<file path="src/sv/assert_macros.svh">
// Assertion macros shared by the RTL. Each macro expects clk and rst_n in scope.
`ifndef ASSERT_MACROS_SVH
`define ASSERT_MACROS_SVH

`ifndef SYNTH

// Same-cycle implication, checked at every rising edge outside reset.
`define ASSERT_IMPLIES(lbl, ante, cons) \
  lbl: assert property (@(posedge clk) disable iff (!rst_n) (ante) |-> (cons)) \
    else $error("%m: implication check failed");

// Next-cycle implication, checked at every rising edge outside reset.
`define ASSERT_NEXT(lbl, ante, cons) \
  lbl: assert property (@(posedge clk) disable iff (!rst_n) (ante) |=> (cons)) \
    else $error("%m: next-cycle check failed");

`else

`define ASSERT_IMPLIES(lbl, ante, cons)
`define ASSERT_NEXT(lbl, ante, cons)

`endif

`endif

</file>
<file path="src/sv/irpd_pkg.sv">
package irpd_pkg;

  localparam int BITS_PER_ITEM = 8;
  localparam int DATA_W        = 8;
  localparam int DUR_W         = 16;
  localparam int CFG_IDX_W     = 3;
  localparam int QDEPTH        = 2;
  localparam int QPTR_W        = (QDEPTH > 1) ? $clog2(QDEPTH) : 1;
  localparam int QCNT_W        = $clog2(QDEPTH + 1);
  localparam int BIT_CNT_W     = (BITS_PER_ITEM > 1) ? $clog2(BITS_PER_ITEM) : 1;

  localparam logic [DUR_W-1:0] HEADER_MARK_RST  = 16'd3650;
  localparam logic [DUR_W-1:0] HEADER_SPACE_RST = 16'd1623;
  localparam logic [DUR_W-1:0] ONE_MARK_RST     = 16'd428;
  localparam logic [DUR_W-1:0] ONE_SPACE_RST    = 16'd1280;
  localparam logic [DUR_W-1:0] ZERO_MARK_RST    = 16'd428;
  localparam logic [DUR_W-1:0] ZERO_SPACE_RST   = 16'd428;

  typedef enum logic [CFG_IDX_W-1:0] {
    REG_HEADER_MARK  = 3'd0,
    REG_HEADER_SPACE = 3'd1,
    REG_ONE_MARK     = 3'd2,
    REG_ONE_SPACE    = 3'd3,
    REG_ZERO_MARK    = 3'd4,
    REG_ZERO_SPACE   = 3'd5
  } irpd_reg_t;

  typedef struct packed {
    logic [DUR_W-1:0] header_mark;
    logic [DUR_W-1:0] header_space;
    logic [DUR_W-1:0] one_mark;
    logic [DUR_W-1:0] one_space;
    logic [DUR_W-1:0] zero_mark;
    logic [DUR_W-1:0] zero_space;
  } irpd_cfg_t;

  typedef struct packed {
    logic [DATA_W-1:0] data;
    logic              first;
    logic              last;
  } irpd_cmd_t;

  typedef struct packed {
    logic empty;
    logic full;
  } irpd_q_status_t;

  typedef struct packed {
    logic emit;
    logic last_pulse;
  } irpd_seq_status_t;

  typedef enum logic [2:0] {
    POS_START,
    POS_HDR_SPACE,
    POS_BIT_MARK,
    POS_BIT_SPACE,
    POS_TRL_MARK,
    POS_TRL_SPACE
  } irpd_pos_t;

endpackage

</file>
<file path="src/sv/ir_pulse_distance_frame_encoder_unit.sv">
// Pulse-distance infrared frame encoder.
// Input channel: one transaction carries a frame byte plus first/last flags.
// It is taken at a rising edge with in_push high and in_full low. A first byte
// is preceded by a header mark and space; the byte follows as eight mark/space
// pairs, least significant bit first; a last byte is followed by a trailer.
// Result channel: each transaction is one pulse (level, duration in us); the
// final pulse caused by an input byte has out_last_pulse set. The oldest pulse
// is on the out_ ports while out_empty is low and leaves at an edge with
// out_pop high. The first pulse of a byte is registered once the byte is queued
// and the output register is free. An item yields 16 to 20 pulses, one per
// cycle while the receiver pops each one; the stream runs without gaps across
// bytes. A two-entry queue in front of the sequencer keeps taking bytes while it
// works. When the receiver stalls, the held pulse stays put and the sequencer
// waits; once the queue fills, in_full rises. Reset (synchronous, active low)
// empties the queue and the output register and loads the default durations.
// Durations are written through cfg_we, cfg_index and cfg_data; the user must
// do so only while idle, unenforced by the block; unknown indexes are ignored.
module ir_pulse_distance_frame_encoder_unit (
  input  logic                                clk,
  input  logic                                rst_n,
  input  logic                                in_push,
  output logic                                in_full,
  input  logic [irpd_pkg::DATA_W-1:0]         in_data_byte,
  input  logic                                in_first_byte,
  input  logic                                in_last_byte,
  output logic                                out_empty,
  input  logic                                out_pop,
  output logic                                out_pulse_level,
  output logic [irpd_pkg::DUR_W-1:0]          out_duration_us,
  output logic                                out_last_pulse,
  input  logic                                cfg_we,
  input  logic [irpd_pkg::CFG_IDX_W-1:0]      cfg_index,
  input  logic [irpd_pkg::DUR_W-1:0]          cfg_data
);
  import irpd_pkg::*;

`include "assert_macros.svh"

  irpd_cfg_t        cfg_r;
  irpd_cmd_t        in_cmd;
  irpd_cmd_t        head_cmd;
  irpd_q_status_t   q_status;
  irpd_seq_status_t seq_status;
  logic             q_pop;

  // Duration registers, one per configuration index.
  always_ff @(posedge clk) begin
    if (!rst_n) begin
      cfg_r.header_mark  <= HEADER_MARK_RST;
      cfg_r.header_space <= HEADER_SPACE_RST;
      cfg_r.one_mark     <= ONE_MARK_RST;
      cfg_r.one_space    <= ONE_SPACE_RST;
      cfg_r.zero_mark    <= ZERO_MARK_RST;
      cfg_r.zero_space   <= ZERO_SPACE_RST;
    end else if (cfg_we) begin
      case (cfg_index)
        REG_HEADER_MARK:  cfg_r.header_mark  <= cfg_data;
        REG_HEADER_SPACE: cfg_r.header_space <= cfg_data;
        REG_ONE_MARK:     cfg_r.one_mark     <= cfg_data;
        REG_ONE_SPACE:    cfg_r.one_space    <= cfg_data;
        REG_ZERO_MARK:    cfg_r.zero_mark    <= cfg_data;
        REG_ZERO_SPACE:   cfg_r.zero_space   <= cfg_data;
        default: begin
        end
      endcase
    end
  end

  assign in_cmd.data  = in_data_byte;
  assign in_cmd.first = in_first_byte;
  assign in_cmd.last  = in_last_byte;
  assign in_full      = q_status.full;

  // Front: queues accepted bytes as commands for the sequencer.
  irpd_front u_front (
    .clk    (clk),
    .rst_n  (rst_n),
    .push   (in_push),
    .cmd_in (in_cmd),
    .pop    (q_pop),
    .cmd_out(head_cmd),
    .status (q_status)
  );

  // Back: walks header, bits and trailer of the head command, one pulse
  // per cycle unless the output stalls, and retires the command with its final pulse.
  irpd_back u_back (
    .clk            (clk),
    .rst_n          (rst_n),
    .cfg            (cfg_r),
    .cmd            (head_cmd),
    .cmd_valid      (!q_status.empty),
    .cmd_pop        (q_pop),
    .out_pop        (out_pop),
    .out_empty      (out_empty),
    .out_pulse_level(out_pulse_level),
    .out_duration_us(out_duration_us),
    .out_last_pulse (out_last_pulse),
    .status         (seq_status)
  );

  // The sequencer retires a command only with a pulse flagged as its last.
  `ASSERT_IMPLIES(a_pop_on_last, q_pop, seq_status.emit && seq_status.last_pulse)
  // The sequencer never retires from an empty queue.
  `ASSERT_IMPLIES(a_pop_nonempty, q_pop, !q_status.empty)
  // An accepted byte cannot leave the queue in the same cycle it enters.
  `ASSERT_NEXT(a_push_holds, in_push && !in_full, !q_status.empty)
  // The queue only fills as a result of an accepted transaction.
  `ASSERT_IMPLIES(a_full_after_push, $rose(in_full), $past(in_push))

endmodule

</file>
<file path="src/sv/irpd_front.sv">
module irpd_front (
  input  logic                    clk,
  input  logic                    rst_n,
  input  logic                    push,
  input  irpd_pkg::irpd_cmd_t     cmd_in,
  input  logic                    pop,
  output irpd_pkg::irpd_cmd_t     cmd_out,
  output irpd_pkg::irpd_q_status_t status
);
  import irpd_pkg::*;

  irpd_cmd_t          mem_r [QDEPTH];
  logic [QPTR_W-1:0]  wr_ptr_r;
  logic [QPTR_W-1:0]  rd_ptr_r;
  logic [QCNT_W-1:0]  cnt_r;
  logic [QCNT_W-1:0]  cnt_nxt;
  logic               wr_en;
  logic               rd_en;

  assign status.full  = (cnt_r == QCNT_W'(QDEPTH));
  assign status.empty = (cnt_r == '0);
  assign wr_en        = push && !status.full;
  assign rd_en        = pop && !status.empty;
  assign cmd_out      = mem_r[rd_ptr_r];

  always_comb begin
    cnt_nxt = cnt_r;
    if (wr_en && !rd_en) begin
      cnt_nxt = cnt_r + 1'b1;
    end else if (rd_en && !wr_en) begin
      cnt_nxt = cnt_r - 1'b1;
    end
  end

  always_ff @(posedge clk) begin
    if (!rst_n) begin
      wr_ptr_r <= '0;
      rd_ptr_r <= '0;
      cnt_r    <= '0;
    end else begin
      cnt_r <= cnt_nxt;
      if (wr_en) begin
        wr_ptr_r <= (wr_ptr_r == QPTR_W'(QDEPTH - 1)) ? '0 : wr_ptr_r + 1'b1;
      end
      if (rd_en) begin
        rd_ptr_r <= (rd_ptr_r == QPTR_W'(QDEPTH - 1)) ? '0 : rd_ptr_r + 1'b1;
      end
    end
  end

  always_ff @(posedge clk) begin
    if (wr_en) begin
      mem_r[wr_ptr_r] <= cmd_in;
    end
  end

endmodule

</file>
<file path="src/sv/irpd_back.sv">
module irpd_back (
  input  logic                        clk,
  input  logic                        rst_n,
  input  irpd_pkg::irpd_cfg_t         cfg,
  input  irpd_pkg::irpd_cmd_t         cmd,
  input  logic                        cmd_valid,
  output logic                        cmd_pop,
  input  logic                        out_pop,
  output logic                        out_empty,
  output logic                        out_pulse_level,
  output logic [irpd_pkg::DUR_W-1:0]  out_duration_us,
  output logic                        out_last_pulse,
  output irpd_pkg::irpd_seq_status_t  status
);
  import irpd_pkg::*;

  irpd_pos_t             pos_r;
  irpd_pos_t             pos_nxt;
  logic [BIT_CNT_W-1:0]  bit_cnt_r;
  logic [BIT_CNT_W-1:0]  bit_cnt_nxt;
  logic                  valid_r;
  logic                  level_r;
  logic [DUR_W-1:0]      dur_r;
  logic                  last_r;
  logic                  level_nxt;
  logic [DUR_W-1:0]      dur_nxt;
  logic                  last_nxt;
  logic [DATA_W-1:0]     shifted;
  logic                  cur_bit;
  logic                  emit;

  // Bit positions past the data field shift in zeros and go out as zero bits.
  assign shifted = cmd.data >> bit_cnt_r;
  assign cur_bit = shifted[0];
  assign emit    = cmd_valid && (!valid_r || out_pop);

  always_comb begin
    level_nxt   = 1'b1;
    dur_nxt     = cfg.zero_mark;
    last_nxt    = 1'b0;
    pos_nxt     = pos_r;
    bit_cnt_nxt = bit_cnt_r;
    case (pos_r)
      POS_START: begin
        if (cmd.first) begin
          dur_nxt = cfg.header_mark;
          pos_nxt = POS_HDR_SPACE;
        end else begin
          dur_nxt = cur_bit ? cfg.one_mark : cfg.zero_mark;
          pos_nxt = POS_BIT_SPACE;
        end
      end
      POS_HDR_SPACE: begin
        level_nxt = 1'b0;
        dur_nxt   = cfg.header_space;
        pos_nxt   = POS_BIT_MARK;
      end
      POS_BIT_MARK: begin
        dur_nxt = cur_bit ? cfg.one_mark : cfg.zero_mark;
        pos_nxt = POS_BIT_SPACE;
      end
      POS_BIT_SPACE: begin
        level_nxt = 1'b0;
        dur_nxt   = cur_bit ? cfg.one_space : cfg.zero_space;
        if (bit_cnt_r == BIT_CNT_W'(BITS_PER_ITEM - 1)) begin
          bit_cnt_nxt = '0;
          if (cmd.last) begin
            pos_nxt = POS_TRL_MARK;
          end else begin
            last_nxt = 1'b1;
            pos_nxt  = POS_START;
          end
        end else begin
          bit_cnt_nxt = bit_cnt_r + 1'b1;
          pos_nxt     = POS_BIT_MARK;
        end
      end
      POS_TRL_MARK: begin
        dur_nxt = cfg.one_mark;
        pos_nxt = POS_TRL_SPACE;
      end
      POS_TRL_SPACE: begin
        level_nxt = 1'b0;
        dur_nxt   = cfg.zero_space;
        last_nxt  = 1'b1;
        pos_nxt   = POS_START;
      end
      default: begin
        pos_nxt     = POS_START;
        bit_cnt_nxt = '0;
      end
    endcase
  end

  always_ff @(posedge clk) begin
    if (!rst_n) begin
      pos_r     <= POS_START;
      bit_cnt_r <= '0;
      valid_r   <= 1'b0;
    end else begin
      if (emit) begin
        pos_r     <= pos_nxt;
        bit_cnt_r <= bit_cnt_nxt;
        valid_r   <= 1'b1;
      end else if (out_pop) begin
        valid_r <= 1'b0;
      end
    end
  end

  always_ff @(posedge clk) begin
    if (emit) begin
      level_r <= level_nxt;
      dur_r   <= dur_nxt;
      last_r  <= last_nxt;
    end
  end

  assign cmd_pop           = emit && last_nxt;
  assign out_empty         = !valid_r;
  assign out_pulse_level   = level_r;
  assign out_duration_us   = dur_r;
  assign out_last_pulse    = last_r;
  assign status.emit       = emit;
  assign status.last_pulse = last_nxt;

endmodule
</file>
<file path="config.mk">
export PLATFORM = sky130hd
export DESIGN_NAME = ir_pulse_distance_frame_encoder_unit
export DESIGN_NICKNAME = d
export VERILOG_FILES = /design/src/sv/irpd_pkg.sv /design/src/sv/ir_pulse_distance_frame_encoder_unit.sv /design/src/sv/irpd_front.sv /design/src/sv/irpd_back.sv
export VERILOG_INCLUDE_DIRS = /design/src /design/src/sv
export SDC_FILE = /design/constraint.sdc
export NUM_CORES = 1
export LEC_CHECK = 0
export BUFFER_PORTS_ARGS = -buffer_cell sky130_fd_sc_hd__buf_2
export CAP_MARGIN = 20
export CORE_MARGIN = 5
export CORE_UTILIZATION = 50
export DETAILED_ROUTE_END_ITERATION = 7
export PLACE_DENSITY = 0.71
export RECOVER_POWER = 50
export SKIP_CTS_REPAIR_TIMING = 1
export SLEW_MARGIN = 25
export SYNTH_ARGS = -nofsm -noshare
export SYNTH_HDL_FRONTEND = slang
export SYNTH_SLANG_ARGS = --single-unit
</file>
<file path="constraint.sdc">
create_clock -name clk -period 6.8 [get_ports clk]
set_input_delay 0.34 -clock clk [delete_from_list [all_inputs] [get_ports clk]]
set_output_delay 0.34 -clock clk [all_outputs]
set_load 0.1 [all_outputs]
</file>
==> metrics <==
Synth Register Bits 146; row count 42; slew margin rel. -177.5%; CTS buffer count 17; clock share of power 37.7%; non-filler instance count after layout 974; PwrDens 324.6 nW/µm²; fin nets 822; DP HPWL 11.04 mm; Synth Cell Area 6769 µm²; Max Freq 0.2597 GHz; slowest CP cell clkbuf_1; Placer Congestion 0.8672; CP Cell Sequence clkbuf_1 > nor3_2 > buf_4 > nand2_1 > a41oi_1 > o32a_1; Mean Syn Cell Area 8.895 µm²; H-tree lvl count 4; Setup crit start u_back.pos_r[2]; initial core utilization 51.11%; drt first-iter violations 654; Max VDD drop 232.8 µV; Comb power frac 22.1%; worst-path maximum fanout 54; initial antenna violation count 0; largest family of logic cells by synthesized area simple AND/OR/NAND/NOR gates; CP required 6.97 ns; diode count 0; max-cap violations 2; largest net degree at the start of global routing 109; first-pass GRT wire length 29.05 mm; Clock transition at path regs 0.06 ns; Leak 2.912 nW; Buf+Inv Stages, Crit Path 2; Final Routed Wirelength 18.05 mm; clk sinks 146; die height 126.4 µm; root buffer cell clkbuf_16; Cells after DPL 941; portion of netlist area occupied by mux cells 4.750%; area of the die 15960 µm²; Final period util 56.63%; worst r2r src u_back.pos_r[2]; RSZ-0062 raised after global routing false; CTS tree done; total grt overflow 0; CP endpoint kind register; Final Skew 0.007181 ns; DRC 0; die width 126.4 µm; crit path time final 3.851 ns; Skew-Pair Late Insertion Delay 0.43 ns; post-synth cell types 44; Hold Fails Final Rpt 0; cell family with most CP delay buffers and inverters; DRT Pass-1 Iters 7; Adder-Cell Fraction of Synth Area 0.5545%; Synth Instances 761; Slowest Stage Delay on Critical Path 1.75 ns; WL/cell 18.53 µm; Core ar. 13240 µm²; area grow syn2layout 13.22%; GRT Overall Usage 22.91%; hold wc startpoint in_first_byte; total power 2.487 mW; run status finished with violations; Post-Syn Nets 798; GR Layer Usage met1 28.98%; Setup TNS 0 ns; layout cells sized above 1 11.40%; Global Route met3 Usage 4.372%; Switch Pwr 0.8017 mW; sw frac 32.23%; Least-Margin Pin Slew 4.162 ns; Yosys warning count 0; Ports 54; WP data arrival 4.02 ns; register area share after synthesis 48.80%; clk buf depth 2; grt peak-use layer met2; vias in the first global route 5578; fin util 57.87%; Tightest Hold Check Type in2reg; vias per inst 5.830; CP Launch Type register; Synth Area in Simple Gates 21.05%; post-route ant nets 0; Crit Path Category reg2reg; fin. max-slew vios 164; sequential share of power 40.2%; Pint 1.686 mW; Post-Synth XOR/XNOR Area 0.3882%; met2 Track Usage GR 37.89%; failing checks capacitance limit, slew limit; # setup viols final 0; port bufs 53; Via Count 5678; Synth Area in Compound Gates 20.20%
-- worst paths after layout --
| check | endpoint | slack [ns] | cells after the start |
|---|---|---|---|
| setup / recovery | u_back.out_duration_us[6] | 2.95 | 6 |
| hold reg to reg | cfg_r[75] | 0.47 | 2 |
| setup reg to reg | u_back.out_duration_us[6] | 2.95 | 6 |
| hold / removal | u_front.mem_r[0][1] | 0.1 | 1 |
-- power by group through the flow --
stage | Sequential, mW | Combinational, mW | Clock, mW
final | 0.999 | 0.551 | 0.938
after global routing | 1.00 | 0.584 | 0.985
after CTS | 0.998 | 0.549 | 0.953
after detailed placement | 1.02 | 0.546 | 0
after global placement | 1.01 | 0.536 | 0
after floorplan | 1.19 | 0.251 | 0
-- synthesized netlist by cell type --
cell type	instances	area, µm²
dfxtp_1	108	2162
nor3_1	1	5.000
edfxtp_1	38	1141
inv_1	12	45.04
mux2i_1	13	130.1
mux4_2	4	90.09
nand2b_1	4	25.02
nor2_1	9	33.78
o21ai_0	12	60.06
a222oi_1	6	60.06
o32a_1	10	100.1
nor2b_1	6	37.54
a31o_2	5	43.79
a211oi_2	1	12.51
o21a_1	12	90.09
nand2_1	253	949.7
a32oi_1	5	43.79
or3_1	2	12.51
nand3_1	34	170.2
buf_4	1	7.510
a41oi_1	10	87.58
ha_1	3	37.54
a21boi_0	70	525.5
xor2_1	1	8.760
or2_2	1	6.260
a21oi_1	11	55.05
mux2_2	9	101.4
and2_1	9	56.30
clkbuf_1	43	161.4
and3_1	4	25.02
a21o_1	16	120.1
buf_1	6	22.52
nor3b_1	11	82.58
xnor2_1	2	17.52
a2bb2oi_1	10	87.58
a22o_1	5	43.79
nor4b_2	1	15.01
nand4_1	1	6.260
o31ai_1	1	7.510
a211oi_1	1	7.510
buf_8	1	15.01
buf_6	1	11.26
buf_2	5	25.02
a22oi_1	3	22.52
-- layout by cell type (no fill, tap or decap), types with 3 or more instances in the layout --
| cell | n |
|---|---|
| clkbuf_16 | 17 |
| buf_4 | 6 |
| o21ai_0 | 12 |
| dfxtp_1 | 108 |
| nor2_1 | 9 |
| nor3b_1 | 11 |
| o32a_1 | 10 |
| mux2i_1 | 13 |
| a222oi_1 | 6 |
| and3_1 | 4 |
| a22oi_1 | 3 |
| clkinv_4 | 4 |
| a21boi_0 | 70 |
| a21o_1 | 16 |
| a21oi_1 | 11 |
| nand2b_1 | 4 |
| nand3_1 | 34 |
| ha_1 | 3 |
| nor2b_1 | 6 |
| mux4_2 | 4 |
| a32oi_1 | 5 |
| a41oi_1 | 10 |
| a22o_1 | 5 |
| buf_2 | 31 |
| edfxtp_1 | 38 |
| and2_1 | 9 |
| bufinv_16 | 3 |
| clkinv_2 | 5 |
| clkbuf_1 | 25 |
| inv_1 | 12 |
| mux2_2 | 9 |
| a31o_2 | 5 |
| a2bb2oi_1 | 10 |
| o21a_1 | 12 |
| nand2_1 | 253 |
-- kinds of logic after synthesis --
logic type      count (synthesis)
fa+ha+maj                       3
xor+xnor                        3
buf+inv                        69
mux                            26
flops                         146
simple gates                  336
compound gates                178
-- metal layers --
layer / vias to the layer above / wire [µm]
met5: - / 0
met4: 0 / 450
met3: 33 / 1322
met2: 215 / 8910
met1: 2730 / 7362
li1: 2700 / -
-- registers in the layout (all words and copies together) (netlist names), named ones only --
name	cells
cfg_r	96
u_front.mem_r	20
u_back.out_duration_us	16
u_back.bit_cnt_r	3
u_back.pos_r	3
u_front.cnt_r	2
u_back.out_last_pulse	1
u_back.out_pulse_level	1
u_back.valid_r	1
u_front.rd_ptr_r	1
u_front.wr_ptr_r	1
-- area by class of cell --
class	instances	area, µm²
inverters	12	45.04
clock buffers	18	429.2
fillers	1210	5579
well taps	176	220.2
multi-input cells	546	3183
flip-flops and latches	146	3303
repair buffers	62	317.8
clock inverters	14	165.2
-- per-stage QoR --
step	instance area, µm²	hold slack, ns	worst slack, ns
final	7664	0.09586	2.949
after global placement	7077	0.4491	4.068
after detailed placement	7077	0.4502	3.890
after floorplan	6769	0.4325	4.657
after CTS	7671	0.07919	3.886
after global routing	7664	0.09092	2.674
Power figures use the tool's default switching activity.
